<file path="src/design/ipr_pkg.sv">
package ipr_pkg;

    // replication and coordinate limits
    localparam int MAX_FACTOR = 8;
    localparam int COORD_BITS = 12;

    // field widths
    localparam int PIX_W   = 8;
    localparam int ORG_W   = 12;
    localparam int DIM_W   = 13;
    localparam int PITCH_W = 16;
    localparam int SCALE_W = 4;
    localparam int ADDR_W  = 30;
    localparam int DATA_W  = 32;

    // derived widths
    localparam int FACTOR_W = $clog2(MAX_FACTOR + 1);
    localparam int SUM_W    = ((ORG_W > COORD_BITS) ? ORG_W : COORD_BITS) + 1;
    localparam int EXT_W    = (DIM_W > COORD_BITS + 1) ? DIM_W : COORD_BITS + 1;
    localparam int XB_W     = SUM_W + FACTOR_W;
    localparam int LINE_W   = SUM_W + FACTOR_W;
    localparam int PROD_W   = LINE_W + PITCH_W;

    // request queue between front and back
    localparam int QDEPTH = 4;
    localparam int QPTR_W = $clog2(QDEPTH);

    // register map
    localparam int NUM_REGS  = 6;
    localparam int REG_IDX_W = $clog2(NUM_REGS);
    localparam int PADDR_W   = REG_IDX_W + 2;

    typedef enum logic [REG_IDX_W-1:0] {
        REG_ORIGIN_X     = 3'd0,
        REG_ORIGIN_Y     = 3'd1,
        REG_RECT_WIDTH   = 3'd2,
        REG_RECT_HEIGHT  = 3'd3,
        REG_DEST_PITCH   = 3'd4,
        REG_SCALE_FACTOR = 3'd5
    } t_reg_idx;

    typedef struct packed {
        logic [ORG_W-1:0]   origin_x;
        logic [ORG_W-1:0]   origin_y;
        logic [DIM_W-1:0]   rect_width;
        logic [DIM_W-1:0]   rect_height;
        logic [PITCH_W-1:0] dest_pitch;
        logic [SCALE_W-1:0] scale_factor;
    } t_cfg;

    // one classified pixel waiting for its writes
    typedef struct packed {
        logic [PIX_W-1:0]  pixel;
        logic [ADDR_W-1:0] row_base;
        logic [XB_W-1:0]   xbase;
        logic              last_pix;
    } t_entry;

    typedef struct packed {
        logic full;
        logic empty;
    } t_q_stat;

    // factor zero acts as one, above the limit acts as the limit
    function automatic logic [FACTOR_W-1:0] eff_factor(input logic [SCALE_W-1:0] s);
        logic [FACTOR_W-1:0] f;
        if (s == '0) begin
            f = FACTOR_W'(1);
        end else if (s > MAX_FACTOR) begin
            f = FACTOR_W'(MAX_FACTOR);
        end else begin
            f = FACTOR_W'(s);
        end
        return f;
    endfunction

    // extent zero acts as one, clamped to the coordinate range
    function automatic logic [EXT_W-1:0] eff_extent(input logic [DIM_W-1:0] v);
        logic [EXT_W-1:0] e;
        logic [EXT_W-1:0] lim;
        e   = EXT_W'(v);
        lim = EXT_W'(1) << COORD_BITS;
        if (e == '0) begin
            e = EXT_W'(1);
        end else if (e > lim) begin
            e = lim;
        end
        return e;
    endfunction

endpackage

</file>
<file path="src/design/ipr_if.sv">
interface ipr_in_if;
    logic                         valid;
    logic                         ready;
    logic [ipr_pkg::PIX_W-1:0]    pixel_in;

    modport source (output valid, output pixel_in, input ready);
    modport sink   (input valid, input pixel_in, output ready);
endinterface

interface ipr_out_if;
    logic                         valid;
    logic                         ready;
    logic [ipr_pkg::ADDR_W-1:0]   write_address;
    logic [ipr_pkg::PIX_W-1:0]    write_value;
    logic                         block_last;
    logic                         rect_done;

    modport source (output valid, output write_address, output write_value,
                    output block_last, output rect_done, input ready);
    modport sink   (input valid, input write_address, input write_value,
                    input block_last, input rect_done, output ready);
endinterface

</file>
<file path="src/design/integer_pixel_replication_scaler.sv">
// integer pixel replication scaler
// i_pix carries 8-bit source pixels of a rectangle in raster order (valid/ready).
// o_wr carries factor x factor writes per pixel: byte address, value, a flag on
// the last write of each pixel and a flag on the last write of the rectangle.
// the apb port sets origin, rectangle size, destination pitch and factor;
// any write to a register restarts the rectangle at its first pixel.
// a pixel's request passes the classification stage, the queue and the output
// register before its first write is valid.
// the back-end sequencer issues one write per cycle while the queue holds a
// request and the receiver is ready, and each pixel takes factor squared writes.
// a four-entry queue separates the front (counters, address multiply) from
// the back, so pixels keep being accepted while earlier writes drain.
// when the receiver stalls, the output register holds its write, the queue
// fills and then i_pix.ready drops.
// reset clears counters, queue and output valid and loads register defaults;
// there is no clearing pass.
module integer_pixel_replication_scaler (
    input  logic                          i_clk,
    input  logic                          i_rst_n,
    ipr_in_if.sink                        i_pix,
    ipr_out_if.source                     o_wr,
    input  logic                          psel,
    input  logic                          penable,
    input  logic                          pwrite,
    input  logic [ipr_pkg::PADDR_W-1:0]   paddr,
    input  logic [ipr_pkg::DATA_W-1:0]    pwdata,
    output logic [ipr_pkg::DATA_W-1:0]    prdata,
    output logic                          pready
);

    ipr_pkg::t_cfg     r_cfg;
    ipr_pkg::t_reg_idx idx;
    logic              wr;
    logic              restart;
    logic              push;
    logic              pop;
    ipr_pkg::t_entry   push_entry;
    ipr_pkg::t_entry   head;
    ipr_pkg::t_q_stat  q_stat;

    // register decode
    assign pready = 1'b1;
    assign wr     = psel && penable && pwrite && pready;
    assign idx    = ipr_pkg::t_reg_idx'(paddr[ipr_pkg::PADDR_W-1:2]);

    always_comb begin
        restart = 1'b0;
        unique case (idx)
            ipr_pkg::REG_ORIGIN_X,
            ipr_pkg::REG_ORIGIN_Y,
            ipr_pkg::REG_RECT_WIDTH,
            ipr_pkg::REG_RECT_HEIGHT,
            ipr_pkg::REG_DEST_PITCH,
            ipr_pkg::REG_SCALE_FACTOR: restart = wr;
            default: restart = 1'b0;
        endcase
    end

    // configuration registers
    always_ff @(posedge i_clk) begin
        if (!i_rst_n) begin
            r_cfg.origin_x     <= '0;
            r_cfg.origin_y     <= '0;
            r_cfg.rect_width   <= ipr_pkg::DIM_W'(1);
            r_cfg.rect_height  <= ipr_pkg::DIM_W'(1);
            r_cfg.dest_pitch   <= ipr_pkg::PITCH_W'(1);
            r_cfg.scale_factor <= ipr_pkg::SCALE_W'(2);
        end else if (wr) begin
            unique case (idx)
                ipr_pkg::REG_ORIGIN_X:     r_cfg.origin_x     <= pwdata[ipr_pkg::ORG_W-1:0];
                ipr_pkg::REG_ORIGIN_Y:     r_cfg.origin_y     <= pwdata[ipr_pkg::ORG_W-1:0];
                ipr_pkg::REG_RECT_WIDTH:   r_cfg.rect_width   <= pwdata[ipr_pkg::DIM_W-1:0];
                ipr_pkg::REG_RECT_HEIGHT:  r_cfg.rect_height  <= pwdata[ipr_pkg::DIM_W-1:0];
                ipr_pkg::REG_DEST_PITCH:   r_cfg.dest_pitch   <= pwdata[ipr_pkg::PITCH_W-1:0];
                ipr_pkg::REG_SCALE_FACTOR: r_cfg.scale_factor <= pwdata[ipr_pkg::SCALE_W-1:0];
                default: ;
            endcase
        end
    end

    // read back
    always_comb begin
        unique case (idx)
            ipr_pkg::REG_ORIGIN_X:     prdata = ipr_pkg::DATA_W'(r_cfg.origin_x);
            ipr_pkg::REG_ORIGIN_Y:     prdata = ipr_pkg::DATA_W'(r_cfg.origin_y);
            ipr_pkg::REG_RECT_WIDTH:   prdata = ipr_pkg::DATA_W'(r_cfg.rect_width);
            ipr_pkg::REG_RECT_HEIGHT:  prdata = ipr_pkg::DATA_W'(r_cfg.rect_height);
            ipr_pkg::REG_DEST_PITCH:   prdata = ipr_pkg::DATA_W'(r_cfg.dest_pitch);
            ipr_pkg::REG_SCALE_FACTOR: prdata = ipr_pkg::DATA_W'(r_cfg.scale_factor);
            default:                   prdata = '0;
        endcase
    end

    // front: accept and classify
    ipr_front u_front (
        .i_clk     (i_clk),
        .i_rst_n   (i_rst_n),
        .i_cfg     (r_cfg),
        .i_restart (restart),
        .i_pix     (i_pix),
        .i_q_stat  (q_stat),
        .o_push    (push),
        .o_entry   (push_entry)
    );

    // request queue
    ipr_fifo u_fifo (
        .i_clk   (i_clk),
        .i_rst_n (i_rst_n),
        .i_push  (push),
        .i_entry (push_entry),
        .i_pop   (pop),
        .o_head  (head),
        .o_stat  (q_stat)
    );

    // back: write sequencer
    ipr_back u_back (
        .i_clk    (i_clk),
        .i_rst_n  (i_rst_n),
        .i_cfg    (r_cfg),
        .i_head   (head),
        .i_q_stat (q_stat),
        .o_pop    (pop),
        .o_wr     (o_wr)
    );

endmodule

</file>
<file path="src/design/ipr_front.sv">
module ipr_front (
    input  logic                  i_clk,
    input  logic                  i_rst_n,
    input  ipr_pkg::t_cfg         i_cfg,
    input  logic                  i_restart,
    ipr_in_if.sink                i_pix,
    input  ipr_pkg::t_q_stat      i_q_stat,
    output logic                  o_push,
    output ipr_pkg::t_entry       o_entry
);

    logic [ipr_pkg::COORD_BITS-1:0] r_col;
    logic [ipr_pkg::COORD_BITS-1:0] r_row;
    logic                           r_s1_valid;
    logic [ipr_pkg::PIX_W-1:0]      r_s1_pixel;
    logic [ipr_pkg::LINE_W-1:0]     r_s1_line;
    logic [ipr_pkg::XB_W-1:0]       r_s1_xbase;
    logic                           r_s1_last;

    logic [ipr_pkg::FACTOR_W-1:0]   f;
    logic [ipr_pkg::EXT_W-1:0]      w;
    logic [ipr_pkg::EXT_W-1:0]      h;
    logic                           last_col;
    logic                           last_row;
    logic [ipr_pkg::SUM_W-1:0]      x_sum;
    logic [ipr_pkg::SUM_W-1:0]      y_sum;
    logic [ipr_pkg::XB_W-1:0]       xbase;
    logic [ipr_pkg::LINE_W-1:0]     line;
    logic                           ready;
    logic                           accept;

    // position of the incoming pixel within the rectangle
    always_comb begin
        f        = ipr_pkg::eff_factor(i_cfg.scale_factor);
        w        = ipr_pkg::eff_extent(i_cfg.rect_width);
        h        = ipr_pkg::eff_extent(i_cfg.rect_height);
        last_col = (ipr_pkg::EXT_W'(r_col) + ipr_pkg::EXT_W'(1)) >= w;
        last_row = (ipr_pkg::EXT_W'(r_row) + ipr_pkg::EXT_W'(1)) >= h;
        x_sum    = ipr_pkg::SUM_W'(i_cfg.origin_x) + ipr_pkg::SUM_W'(r_col);
        y_sum    = ipr_pkg::SUM_W'(i_cfg.origin_y) + ipr_pkg::SUM_W'(r_row);
        xbase    = ipr_pkg::XB_W'(x_sum) * ipr_pkg::XB_W'(f);
        line     = ipr_pkg::LINE_W'(y_sum) * ipr_pkg::LINE_W'(f);
    end

    // handshake: the stage frees up when the queue takes its request
    assign ready       = !r_s1_valid || !i_q_stat.full;
    assign accept      = i_pix.valid && ready;
    assign o_push      = r_s1_valid && !i_q_stat.full;
    assign i_pix.ready = ready;

    // line address of the row, multiplied on the way into the queue
    always_comb begin
        o_entry.pixel    = r_s1_pixel;
        o_entry.row_base = ipr_pkg::ADDR_W'(ipr_pkg::PROD_W'(r_s1_line)
                                            * ipr_pkg::PROD_W'(i_cfg.dest_pitch));
        o_entry.xbase    = r_s1_xbase;
        o_entry.last_pix = r_s1_last;
    end

    // column and row counters
    always_ff @(posedge i_clk) begin
        if (!i_rst_n) begin
            r_col <= '0;
            r_row <= '0;
        end else if (i_restart) begin
            r_col <= '0;
            r_row <= '0;
        end else if (accept) begin
            if (last_col) begin
                r_col <= '0;
                r_row <= last_row ? '0 : r_row + 1'b1;
            end else begin
                r_col <= r_col + 1'b1;
            end
        end
    end

    // classification stage
    always_ff @(posedge i_clk) begin
        if (!i_rst_n) begin
            r_s1_valid <= 1'b0;
        end else if (accept) begin
            r_s1_valid <= 1'b1;
        end else if (o_push) begin
            r_s1_valid <= 1'b0;
        end
    end

    always_ff @(posedge i_clk) begin
        if (accept) begin
            r_s1_pixel <= i_pix.pixel_in;
            r_s1_line  <= line;
            r_s1_xbase <= xbase;
            r_s1_last  <= last_col && last_row;
        end
    end

endmodule

</file>
<file path="src/design/ipr_fifo.sv">
module ipr_fifo (
    input  logic                  i_clk,
    input  logic                  i_rst_n,
    input  logic                  i_push,
    input  ipr_pkg::t_entry       i_entry,
    input  logic                  i_pop,
    output ipr_pkg::t_entry       o_head,
    output ipr_pkg::t_q_stat      o_stat
);

    ipr_pkg::t_entry              r_mem [ipr_pkg::QDEPTH];
    logic [ipr_pkg::QPTR_W-1:0]   r_wr_ptr;
    logic [ipr_pkg::QPTR_W-1:0]   r_rd_ptr;
    logic [ipr_pkg::QPTR_W:0]     r_count;

    // status and head of queue
    assign o_stat.full  = r_count == (ipr_pkg::QPTR_W + 1)'(ipr_pkg::QDEPTH);
    assign o_stat.empty = r_count == '0;
    assign o_head       = r_mem[r_rd_ptr];

    // storage
    always_ff @(posedge i_clk) begin
        if (i_push) begin
            r_mem[r_wr_ptr] <= i_entry;
        end
    end

    // pointers and fill level
    always_ff @(posedge i_clk) begin
        if (!i_rst_n) begin
            r_wr_ptr <= '0;
            r_rd_ptr <= '0;
            r_count  <= '0;
        end else begin
            if (i_push) begin
                r_wr_ptr <= (r_wr_ptr == ipr_pkg::QPTR_W'(ipr_pkg::QDEPTH - 1))
                            ? '0 : r_wr_ptr + 1'b1;
            end
            if (i_pop) begin
                r_rd_ptr <= (r_rd_ptr == ipr_pkg::QPTR_W'(ipr_pkg::QDEPTH - 1))
                            ? '0 : r_rd_ptr + 1'b1;
            end
            if (i_push && !i_pop) begin
                r_count <= r_count + 1'b1;
            end else if (i_pop && !i_push) begin
                r_count <= r_count - 1'b1;
            end
        end
    end

    // queue sanity
    a_count_bound: assert property (@(posedge i_clk) disable iff (!i_rst_n)
        r_count <= (ipr_pkg::QPTR_W + 1)'(ipr_pkg::QDEPTH))
        else $error("queue fill level beyond depth");

    a_no_overflow: assert property (@(posedge i_clk) disable iff (!i_rst_n)
        !(i_push && o_stat.full))
        else $error("request pushed into full queue");

    a_no_underflow: assert property (@(posedge i_clk) disable iff (!i_rst_n)
        !(i_pop && o_stat.empty))
        else $error("request popped from empty queue");

endmodule

</file>
<file path="src/design/ipr_back.sv">
module ipr_back (
    input  logic                  i_clk,
    input  logic                  i_rst_n,
    input  ipr_pkg::t_cfg         i_cfg,
    input  ipr_pkg::t_entry       i_head,
    input  ipr_pkg::t_q_stat      i_q_stat,
    output logic                  o_pop,
    ipr_out_if.source             o_wr
);

    logic [ipr_pkg::FACTOR_W-1:0] r_dx;
    logic [ipr_pkg::FACTOR_W-1:0] r_dy;
    logic [ipr_pkg::ADDR_W-1:0]   r_dy_off;
    logic                         r_valid;
    logic [ipr_pkg::ADDR_W-1:0]   r_addr;
    logic [ipr_pkg::PIX_W-1:0]    r_value;
    logic                         r_block_last;
    logic                         r_rect_done;

    logic [ipr_pkg::FACTOR_W-1:0] f;
    logic [ipr_pkg::FACTOR_W-1:0] f_last;
    logic                         load;
    logic                         dx_end;
    logic                         dy_end;
    logic                         fin;
    logic [ipr_pkg::ADDR_W-1:0]   addr;

    // one write per cycle from the head request while the receiver is ready
    always_comb begin
        f      = ipr_pkg::eff_factor(i_cfg.scale_factor);
        f_last = f - 1'b1;
        load   = !i_q_stat.empty && (!r_valid || o_wr.ready);
        dx_end = r_dx == f_last;
        dy_end = r_dy == f_last;
        fin    = dx_end && dy_end;
        addr   = i_head.row_base + r_dy_off + ipr_pkg::ADDR_W'(i_head.xbase)
                 + ipr_pkg::ADDR_W'(r_dx);
    end

    assign o_pop = load && fin;

    // sub-pixel counters, dy outer and dx inner
    always_ff @(posedge i_clk) begin
        if (!i_rst_n) begin
            r_dx     <= '0;
            r_dy     <= '0;
            r_dy_off <= '0;
        end else if (load) begin
            if (dx_end) begin
                r_dx <= '0;
                if (dy_end) begin
                    r_dy     <= '0;
                    r_dy_off <= '0;
                end else begin
                    r_dy     <= r_dy + 1'b1;
                    r_dy_off <= r_dy_off + ipr_pkg::ADDR_W'(i_cfg.dest_pitch);
                end
            end else begin
                r_dx <= r_dx + 1'b1;
            end
        end
    end

    // output register
    always_ff @(posedge i_clk) begin
        if (!i_rst_n) begin
            r_valid <= 1'b0;
        end else if (load) begin
            r_valid <= 1'b1;
        end else if (o_wr.ready) begin
            r_valid <= 1'b0;
        end
    end

    always_ff @(posedge i_clk) begin
        if (load) begin
            r_addr       <= addr;
            r_value      <= i_head.pixel;
            r_block_last <= fin;
            r_rect_done  <= fin && i_head.last_pix;
        end
    end

    assign o_wr.valid         = r_valid;
    assign o_wr.write_address = r_addr;
    assign o_wr.write_value   = r_value;
    assign o_wr.block_last    = r_block_last;
    assign o_wr.rect_done     = r_rect_done;

    // write sequencing checks
    a_done_on_last: assert property (@(posedge i_clk) disable iff (!i_rst_n)
        (r_valid && r_rect_done) |-> r_block_last)
        else $error("rectangle end flagged on a non-final write");

    a_pop_marks_last: assert property (@(posedge i_clk) disable iff (!i_rst_n)
        o_pop |=> (r_valid && r_block_last))
        else $error("request retired without its final write");

    a_rise_from_queue: assert property (@(posedge i_clk) disable iff (!i_rst_n)
        $rose(r_valid) |-> $past(!i_q_stat.empty))
        else $error("write produced with no queued request");

endmodule

</file>
<file path="src/flat_wrapper.sv">
// flat-port wrapper written by rule: the top's interface ports become plain ports
module integer_pixel_replication_scaler_flat 
  (i_clk, i_rst_n, psel, penable, pwrite, paddr, pwdata, prdata, pready, i_pix_valid, i_pix_pixel_in, i_pix_ready, o_wr_valid, o_wr_write_address, o_wr_write_value, o_wr_block_last, o_wr_rect_done, o_wr_ready);
  ipr_in_if i_pix_i ();
  ipr_out_if o_wr_i ();
  input  logic i_clk;
  input  logic i_rst_n;
  input  logic psel;
  input  logic penable;
  input  logic pwrite;
  input  logic [ipr_pkg::PADDR_W-1:0] paddr;
  input  logic [ipr_pkg::DATA_W-1:0] pwdata;
  output logic [ipr_pkg::DATA_W-1:0] prdata;
  output logic pready;
  input wire logic [$bits(i_pix_i.valid)-1:0] i_pix_valid;
  input wire logic [$bits(i_pix_i.pixel_in)-1:0] i_pix_pixel_in;
  output wire logic [$bits(i_pix_i.ready)-1:0] i_pix_ready;
  output wire logic [$bits(o_wr_i.valid)-1:0] o_wr_valid;
  output wire logic [$bits(o_wr_i.write_address)-1:0] o_wr_write_address;
  output wire logic [$bits(o_wr_i.write_value)-1:0] o_wr_write_value;
  output wire logic [$bits(o_wr_i.block_last)-1:0] o_wr_block_last;
  output wire logic [$bits(o_wr_i.rect_done)-1:0] o_wr_rect_done;
  input wire logic [$bits(o_wr_i.ready)-1:0] o_wr_ready;
  assign i_pix_i.valid = i_pix_valid;
  assign i_pix_i.pixel_in = i_pix_pixel_in;
  assign i_pix_ready = i_pix_i.ready;
  assign o_wr_valid = o_wr_i.valid;
  assign o_wr_write_address = o_wr_i.write_address;
  assign o_wr_write_value = o_wr_i.write_value;
  assign o_wr_block_last = o_wr_i.block_last;
  assign o_wr_rect_done = o_wr_i.rect_done;
  assign o_wr_i.ready = o_wr_ready;
  integer_pixel_replication_scaler u_core (.i_clk(i_clk), .i_rst_n(i_rst_n), .i_pix(i_pix_i), .o_wr(o_wr_i), .psel(psel), .penable(penable), .pwrite(pwrite), .paddr(paddr), .pwdata(pwdata), .prdata(prdata), .pready(pready));
endmodule
</file>
<file path="config.mk">
export PLATFORM = sky130hd
export DESIGN_NAME = integer_pixel_replication_scaler_flat
export DESIGN_NICKNAME = d
export VERILOG_FILES = /design/src/design/ipr_pkg.sv /design/src/design/ipr_if.sv /design/src/design/integer_pixel_replication_scaler.sv /design/src/design/ipr_front.sv /design/src/design/ipr_fifo.sv /design/src/design/ipr_back.sv /design/src/flat_wrapper.sv
export SDC_FILE = /design/constraint.sdc
export NUM_CORES = 2
export LEC_CHECK = 0
export ABC_CLOCK_PERIOD_IN_PS = 6000
export BUFFER_PORTS_ARGS = -buffer_cell sky130_fd_sc_hd__buf_2
export CELL_PAD_IN_SITES_DETAIL_PLACEMENT = 0
export CELL_PAD_IN_SITES_GLOBAL_PLACEMENT = 2
export CORE_MARGIN = 8
export CORE_UTILIZATION = 39
export CTS_CLUSTER_DIAMETER = 200
export DETAILED_ROUTE_END_ITERATION = 10
export GPL_TIMING_DRIVEN = 0
export PLACE_DENSITY = 0.8
export SYNTH_ARGS = -nofsm -noshare
export SYNTH_HDL_FRONTEND = slang
export SYNTH_HIERARCHICAL = 1
export SYNTH_SLANG_ARGS = --single-unit
</file>
<file path="constraint.sdc">
create_clock -name i_clk -period 6 [get_ports i_clk]
set_input_delay 0.6 -clock i_clk [delete_from_list [all_inputs] [get_ports i_clk]]
set_output_delay 0.6 -clock i_clk [all_outputs]
set_load 0.005 [all_outputs]
</file>
* Yosys cells after proc, flatten, opt, wreduce, memory -nomap -nowiden
Memory sizes are Yosys's and may differ from the RTL's. A register that Yosys moved wholly into a read port is not among the register bits. Cells that the tools add are included. Widths: inputs -> output; s select.
Word-level totals: register bits 224, bits in writable memories 224, input bits 52, output and inout port bits 75, word-level logic and storage cells 123, memories kept 1
Memories:
- u_core.u_fifo.r_mem | depth 4, bits a word 56, rd ports 1, clocked after Yosys merged registers in 1, write ports 1, RTL line ipr_fifo.sv:11 | ipr_pkg::t_entry r_mem [ipr_pkg::QDEPTH];
Operators by class: $add $sub $neg 17, multiply operators 3, order comparisons 5, equality and inequality tests 10, mux-type cells 25, bitwise operators 1, reduce and logical (&&, ||, !) cells 37
Operators by type and width (number):
- $pmux 16 s6 | 1
- $mux 13 | 4
- $mul 13x4->17 | 2
- $add 30x16->30 | 1
- $add 30x17->30 | 1
- $add 30x30->30 | 1
- $add 30x4->30 | 1
- $mul 17x16->30 | 1
- $mux 30 | 1
- $add 12x1->13 const B | 2
- $add 12x12->13 | 2
- $ge 13x13->1 | 2
- $gt 13x13->1 const B | 2
- $logic_not 13->1 | 2
- $add 12x1->12 const B | 2
- $mux 12 | 2
- $mux 4 | 4
- $reduce_and 2->1 | 8
- $logic_and 1x1->1 | 11
- $eq 3x3->1 const B | 3
- $add 4x1->4 const B | 2
- $eq 4x4->1 | 2
- $mux 2 | 4
- $mux 1 | 7
- other kinds (17) | 30

* Depth between registers and ports, before layout
word-level depth 10, mapped depth 22, depth with buffers taken out 20

* Hierarchy
The synthesis kept the hierarchy.
Modules (own cells, without submodules):
- ipr_front | times used 1, cells each 1840, area an instance 16135.5 um^2, sequential area each 1791.7 um^2
- ipr_fifo | times used 1, cells each 336, area an instance 8573.2 um^2, sequential area each 6906.6 um^2
- ipr_back | times used 1, cells each 654, area an instance 6221.0 um^2, sequential area each 1981.9 um^2
- integer_pixel_replication_scaler | times used 1, cells each 351, area an instance 3377.0 um^2, sequential area each 1401.3 um^2

* Worst setup path after synthesis
No wires, ideal clock.
path type register to register, from register u_core/r_cfg[5] in the netlist's numbering, to memory u_core/u_fifo/r_mem[0][47] in the netlist's numbering, data pin, library setup time 0.275 ns, data arrival time 5.490 ns, required time 5.725 ns, path slack 0.235 ns, stages on the path, launching flop included 20, buffers on the path 1, clock period less this slack 5.765 ns, cell sequence dfxtp_1 -> clkbuf_1 -> nand2_1 -> fa_1 -> fa_1 -> fa_1 -> inv_1 -> fa_1 -> fa_1 -> inv_1 -> fa_1 -> inv_1 -> ha_1 -> a21o_1 -> a21oi_1 -> o21ai_0 -> a31o_2 -> a311oi_2 -> o31ai_1 -> xnor2_1
RTL lines:
- start, declared | RTL line integer_pixel_replication_scaler.sv:31 | ipr_pkg::t_cfg r_cfg;
- end, declared | RTL line ipr_fifo.sv:11

==> reports/metrics.cfg <==
[run]
drv_cap=0

[synth]
dominantRegCellSynth=edfxtp_1
avgSynthCellArea_sq_um=10.8
synth-seq-cells=450
ys_types=100
yosysWarnings=6
synth-xor-area-share_pct=4.10
synth_edf_count=307
async_flop_share_pct=0
synthesis.area_sq_mm=0.0343
synth-simple-area-share_pct=12.8
synth-adder-area-share_pct=26.0
synth-compound-area-share_pct=8.69
synthMuxAreaShare_pct=6.73
syn_inst=3181
synth_top_family_by_area=adder cells
yosysSeqAreaShare_pct=35.2

[timing]
skew_ns=0.0366
finalSetupViolations=0
fmax_ghz=0.172
finalHoldViolCount=0
max_slew.worst_pin.slew_ns=1.10
worst_slack_ns=0.184
fin_tns_setup_ns=0
period_minus_slack_ns=5.82
period_share_pct=96.9
rsz0062_at_grt=true
slew_viol_final=0
max_slew_margin_pct=26.9

[critical_path]
crit_end=u_core/u_fifo/r_mem[1][47]$_DFFE_PP_
worstSetupStartpointType=flop
critPathKind=reg2reg
r2r_slack_ns=0.18
crit_arrival_ns=6.13
cp_max_fo=10
rr_startpoint=u_core/r_cfg[10]$_SDFFE_PN0P_
end_kind=flop
crit_required_ns=6.32
reg2reg_to=u_core/u_fifo/r_mem[1][47]$_DFFE_PP_
startpoint=u_core/r_cfg[10]$_SDFFE_PN0P_
worst-r2r-cell-count=20

[cells_and_area]
num-nets-final=3987
final_cells=4584
drive_above_1_share_pct=13.4
fin_area_sq_mm=0.0389
area_growth_pct=13.5
final_util_pct=44.7

[cts]
clk_pin_slew_ns=0.06
cts_root_buf=clkbuf_16
hold_buffers=0
numCtsBuffers=51
clk-insertion-delay-late_ns=0.61
tritoncts=yes
cts_sinks=450
cts_max_level=2
cts_buffer_depth=3

[die]
ioPinCount=127
start_util_pct=39.4
die_y_um=313
rows=108
core_sq_mm=0.0870
die-area_sq_mm=0.0977
die_w_um=313

[placed_design]
hpwl_um=70600
dp_slack_ns=-1.25
routabilityCongestion=0.879
placed_cells=4446
port-buffer-count=90
post_dp_cell_area_sq_mm=0.0364

[grt]
grt_pass1_wl_um=140000
grt_use_total_pct=18.3
grt_pass1_vias=23689
grt_overflow=0
grt_max_degree=57
grt_antenna_before_repair=2

[power_and_ir_drop]
power_switching_uw=1940
p_comb_share_pct=12.1
peakVddDrop_uv=193
switching_share_pct=25.1
p_per_area_mw_per_mm2=199
p_leak_uw=0.0168
clkPwrFrac_pct=42.1
p_int_uw=5800
p_seq_share_pct=45.8

[drt]
drt_iter0_drc=1494
drc=0
drt-total-wl_um=91600
wl_per_cell_um=20.0
vias=23276
drt_pass1_iterations=5
drtAntennaViolNets=0
viasPerCell=5.08

[min_path]
hold_class=in2reg
hold-path-cell-count=1

[outcome]
status=finished, final reports clean

==> state kept, by name (all words and copies together) (netlist names), named ones only <==
name / flops
u_core/u_front/r_col: 12
u_core/u_back/r_dx: 4
u_core/u_fifo/r_mem: 224
u_core/u_front/r_s1_line: 17
u_core/u_front/r_row: 12
u_core/u_back/o_wr.rect_done: 1
u_core/u_fifo/r_wr_ptr: 2
u_core/u_back/o_wr.valid: 1
u_core/u_front/r_s1_last: 1
u_core/u_back/o_wr.write_address: 30
u_core/u_front/r_s1_valid: 1
u_core/u_front/r_s1_xbase: 17
u_core/u_fifo/r_rd_ptr: 2
u_core/r_cfg: 70
u_core/u_back/r_dy_off: 30
u_core/u_back/o_wr.block_last: 1
u_core/u_back/r_dy: 4
u_core/u_back/o_wr.write_value: 8
u_core/u_front/r_s1_pixel: 8
u_core/u_fifo/r_count: 3
==> worst min path at each step <==
stage / slack (ns) / end / from
finish: 0.17 / u_core/u_front/r_s1_pixel[6]$_DFFE_PP_ / i_pix_pixel_in[6]
global route: 0.14 / u_core/u_front/r_s1_pixel[0]$_DFFE_PP_ / i_pix_pixel_in[0]
CTS: 0.13 / u_core/u_front/r_s1_pixel[6]$_DFFE_PP_ / i_pix_pixel_in[6]
detailed placement: 0.48 / u_core/r_cfg[60]$_SDFFE_PN0P_ / u_core/r_cfg[60]$_SDFFE_PN0P_
global placement: 0.48 / u_core/r_cfg[60]$_SDFFE_PN0P_ / u_core/r_cfg[60]$_SDFFE_PN0P_
floorplan: 0.45 / u_core/r_cfg[54]$_SDFFE_PN0P_ / u_core/r_cfg[54]$_SDFFE_PN0P_
==> cells in the mapped netlist, types with 43 or more instances <==
cell type,number,area (sq um)
a21o_1,46,345
a21oi_1,117,586
and2_1,179,1120
clkbuf_1,70,263
dfxtp_1,143,2860
edfxtp_1,307,9220
fa_1,275,5510
ha_1,273,3420
inv_1,409,1540
mux2i_1,90,901
mux4_2,57,1280
nand2_1,409,1540
nand3_1,43,215
nor2_1,111,417
o21ai_0,52,260
xnor2_1,111,972
xor2_1,47,412
==> layout make-up <==
| cell class | count | area (sq um) |
|---|---|---|
| Timing Repair Buffer | 141 | 933 |
| Tap cell | 1155 | 1450 |
| Multi-Input combinational cell | 2218 | 20300 |
| Sequential cell | 450 | 12100 |
| Fill cell | 8277 | 48100 |
| Antenna cell | 1 | 2.50 |
| Clock inverter | 30 | 403 |
| Clock buffer | 64 | 1390 |
| Inverter | 409 | 1540 |
| Buffer | 116 | 792 |
==> critical path, stage by stage, from the launching register on <==
cell and delay (ns):
dfxtp_4 0.38, buf_4 0.19, and2_1 0.16, fa_1 0.48
inv_1 0.06, fa_1 0.46, fa_1 0.51, inv_1 0.07
fa_1 0.49, fa_1 0.49, inv_1 0.05, fa_1 0.47
inv_1 0.04, ha_2 0.30, a21o_1 0.19, a21oi_2 0.18
o21ai_0 0.10, a31o_2 0.27, a311oi_4 0.34, o31ai_4 0.13
xnor2_2 0.18
==> cell families (layout without fill, tap and decap cells) <==
group	after synthesis	in the layout
AOI/OAI and AO/OA	426	426
xor gates and xnor gates	159	159
adders and majority gates	548	548
buffers and inverters	528	760
DFF	450	450
muxes	158	158
other	2	18
and+or+nand+nor	910	910
==> per-layer routing <==
layer	track usage (%)	share of wire, %	vias to the layer above
met1	24.6	46	11516
met2	30.7	48	427
met4	5.53	2.9	0
li1	-	-	11228
met3	2.34	3.8	105
met5	0	0	-
==> power by group through the flow <==
stage                     sequential [uW]  clock [uW]  combinational, uW
final                                3550        3260                936
after global routing                 3560        3450               1050
after CTS                            3550        3340                942
after detailed placement             3630           0                911
after global placement               3630           0                902
after floorplan                      3620           0                579
==> through the flow <==
| step | hold slack [ns] | power [uW] |
|---|---|---|
| final | 0.166 | 7740 |
| after global routing | 0.137 | 8060 |
| after CTS | 0.128 | 7830 |
| after detailed placement | 0.481 | 4540 |
| after global placement | 0.477 | 4540 |
| after floorplan | 0.449 | 4200 |
==> repair_timing <==
action,CTS,global route
gates cloned,0,0
gates resized for setup,94,48
setup endpoints to repair,68,44
pin swaps,5,11
setup buffers,32,14
==> layout by cell type (no fill, tap or decap), drive strengths merged, types with 13 or more instances in the layout <==
cell | Yosys | final
a211oi | 22 | 22
a21o | 48 | 48
a21oi | 118 | 118
a22o | 14 | 14
a31oi | 19 | 19
and2 | 179 | 179
and3 | 17 | 17
buf | 48 | 198
clkbuf | 71 | 123
clkinv | 0 | 20
conb | 2 | 17
dfxtp | 143 | 143
edfxtp | 307 | 307
fa | 275 | 275
ha | 273 | 273
inv | 409 | 410
mux2i | 90 | 90
mux4 | 57 | 57
nand2 | 410 | 410
nand2b | 20 | 20
nand3 | 45 | 45
nand4 | 14 | 14
nor2 | 112 | 112
nor2b | 31 | 31
nor3 | 34 | 34
nor4 | 13 | 13
o211ai | 17 | 17
o21a | 21 | 21
o21ai | 72 | 72
xnor2 | 111 | 111
xor2 | 47 | 47
No activity file was read; power rests on OpenSTA's default activity.
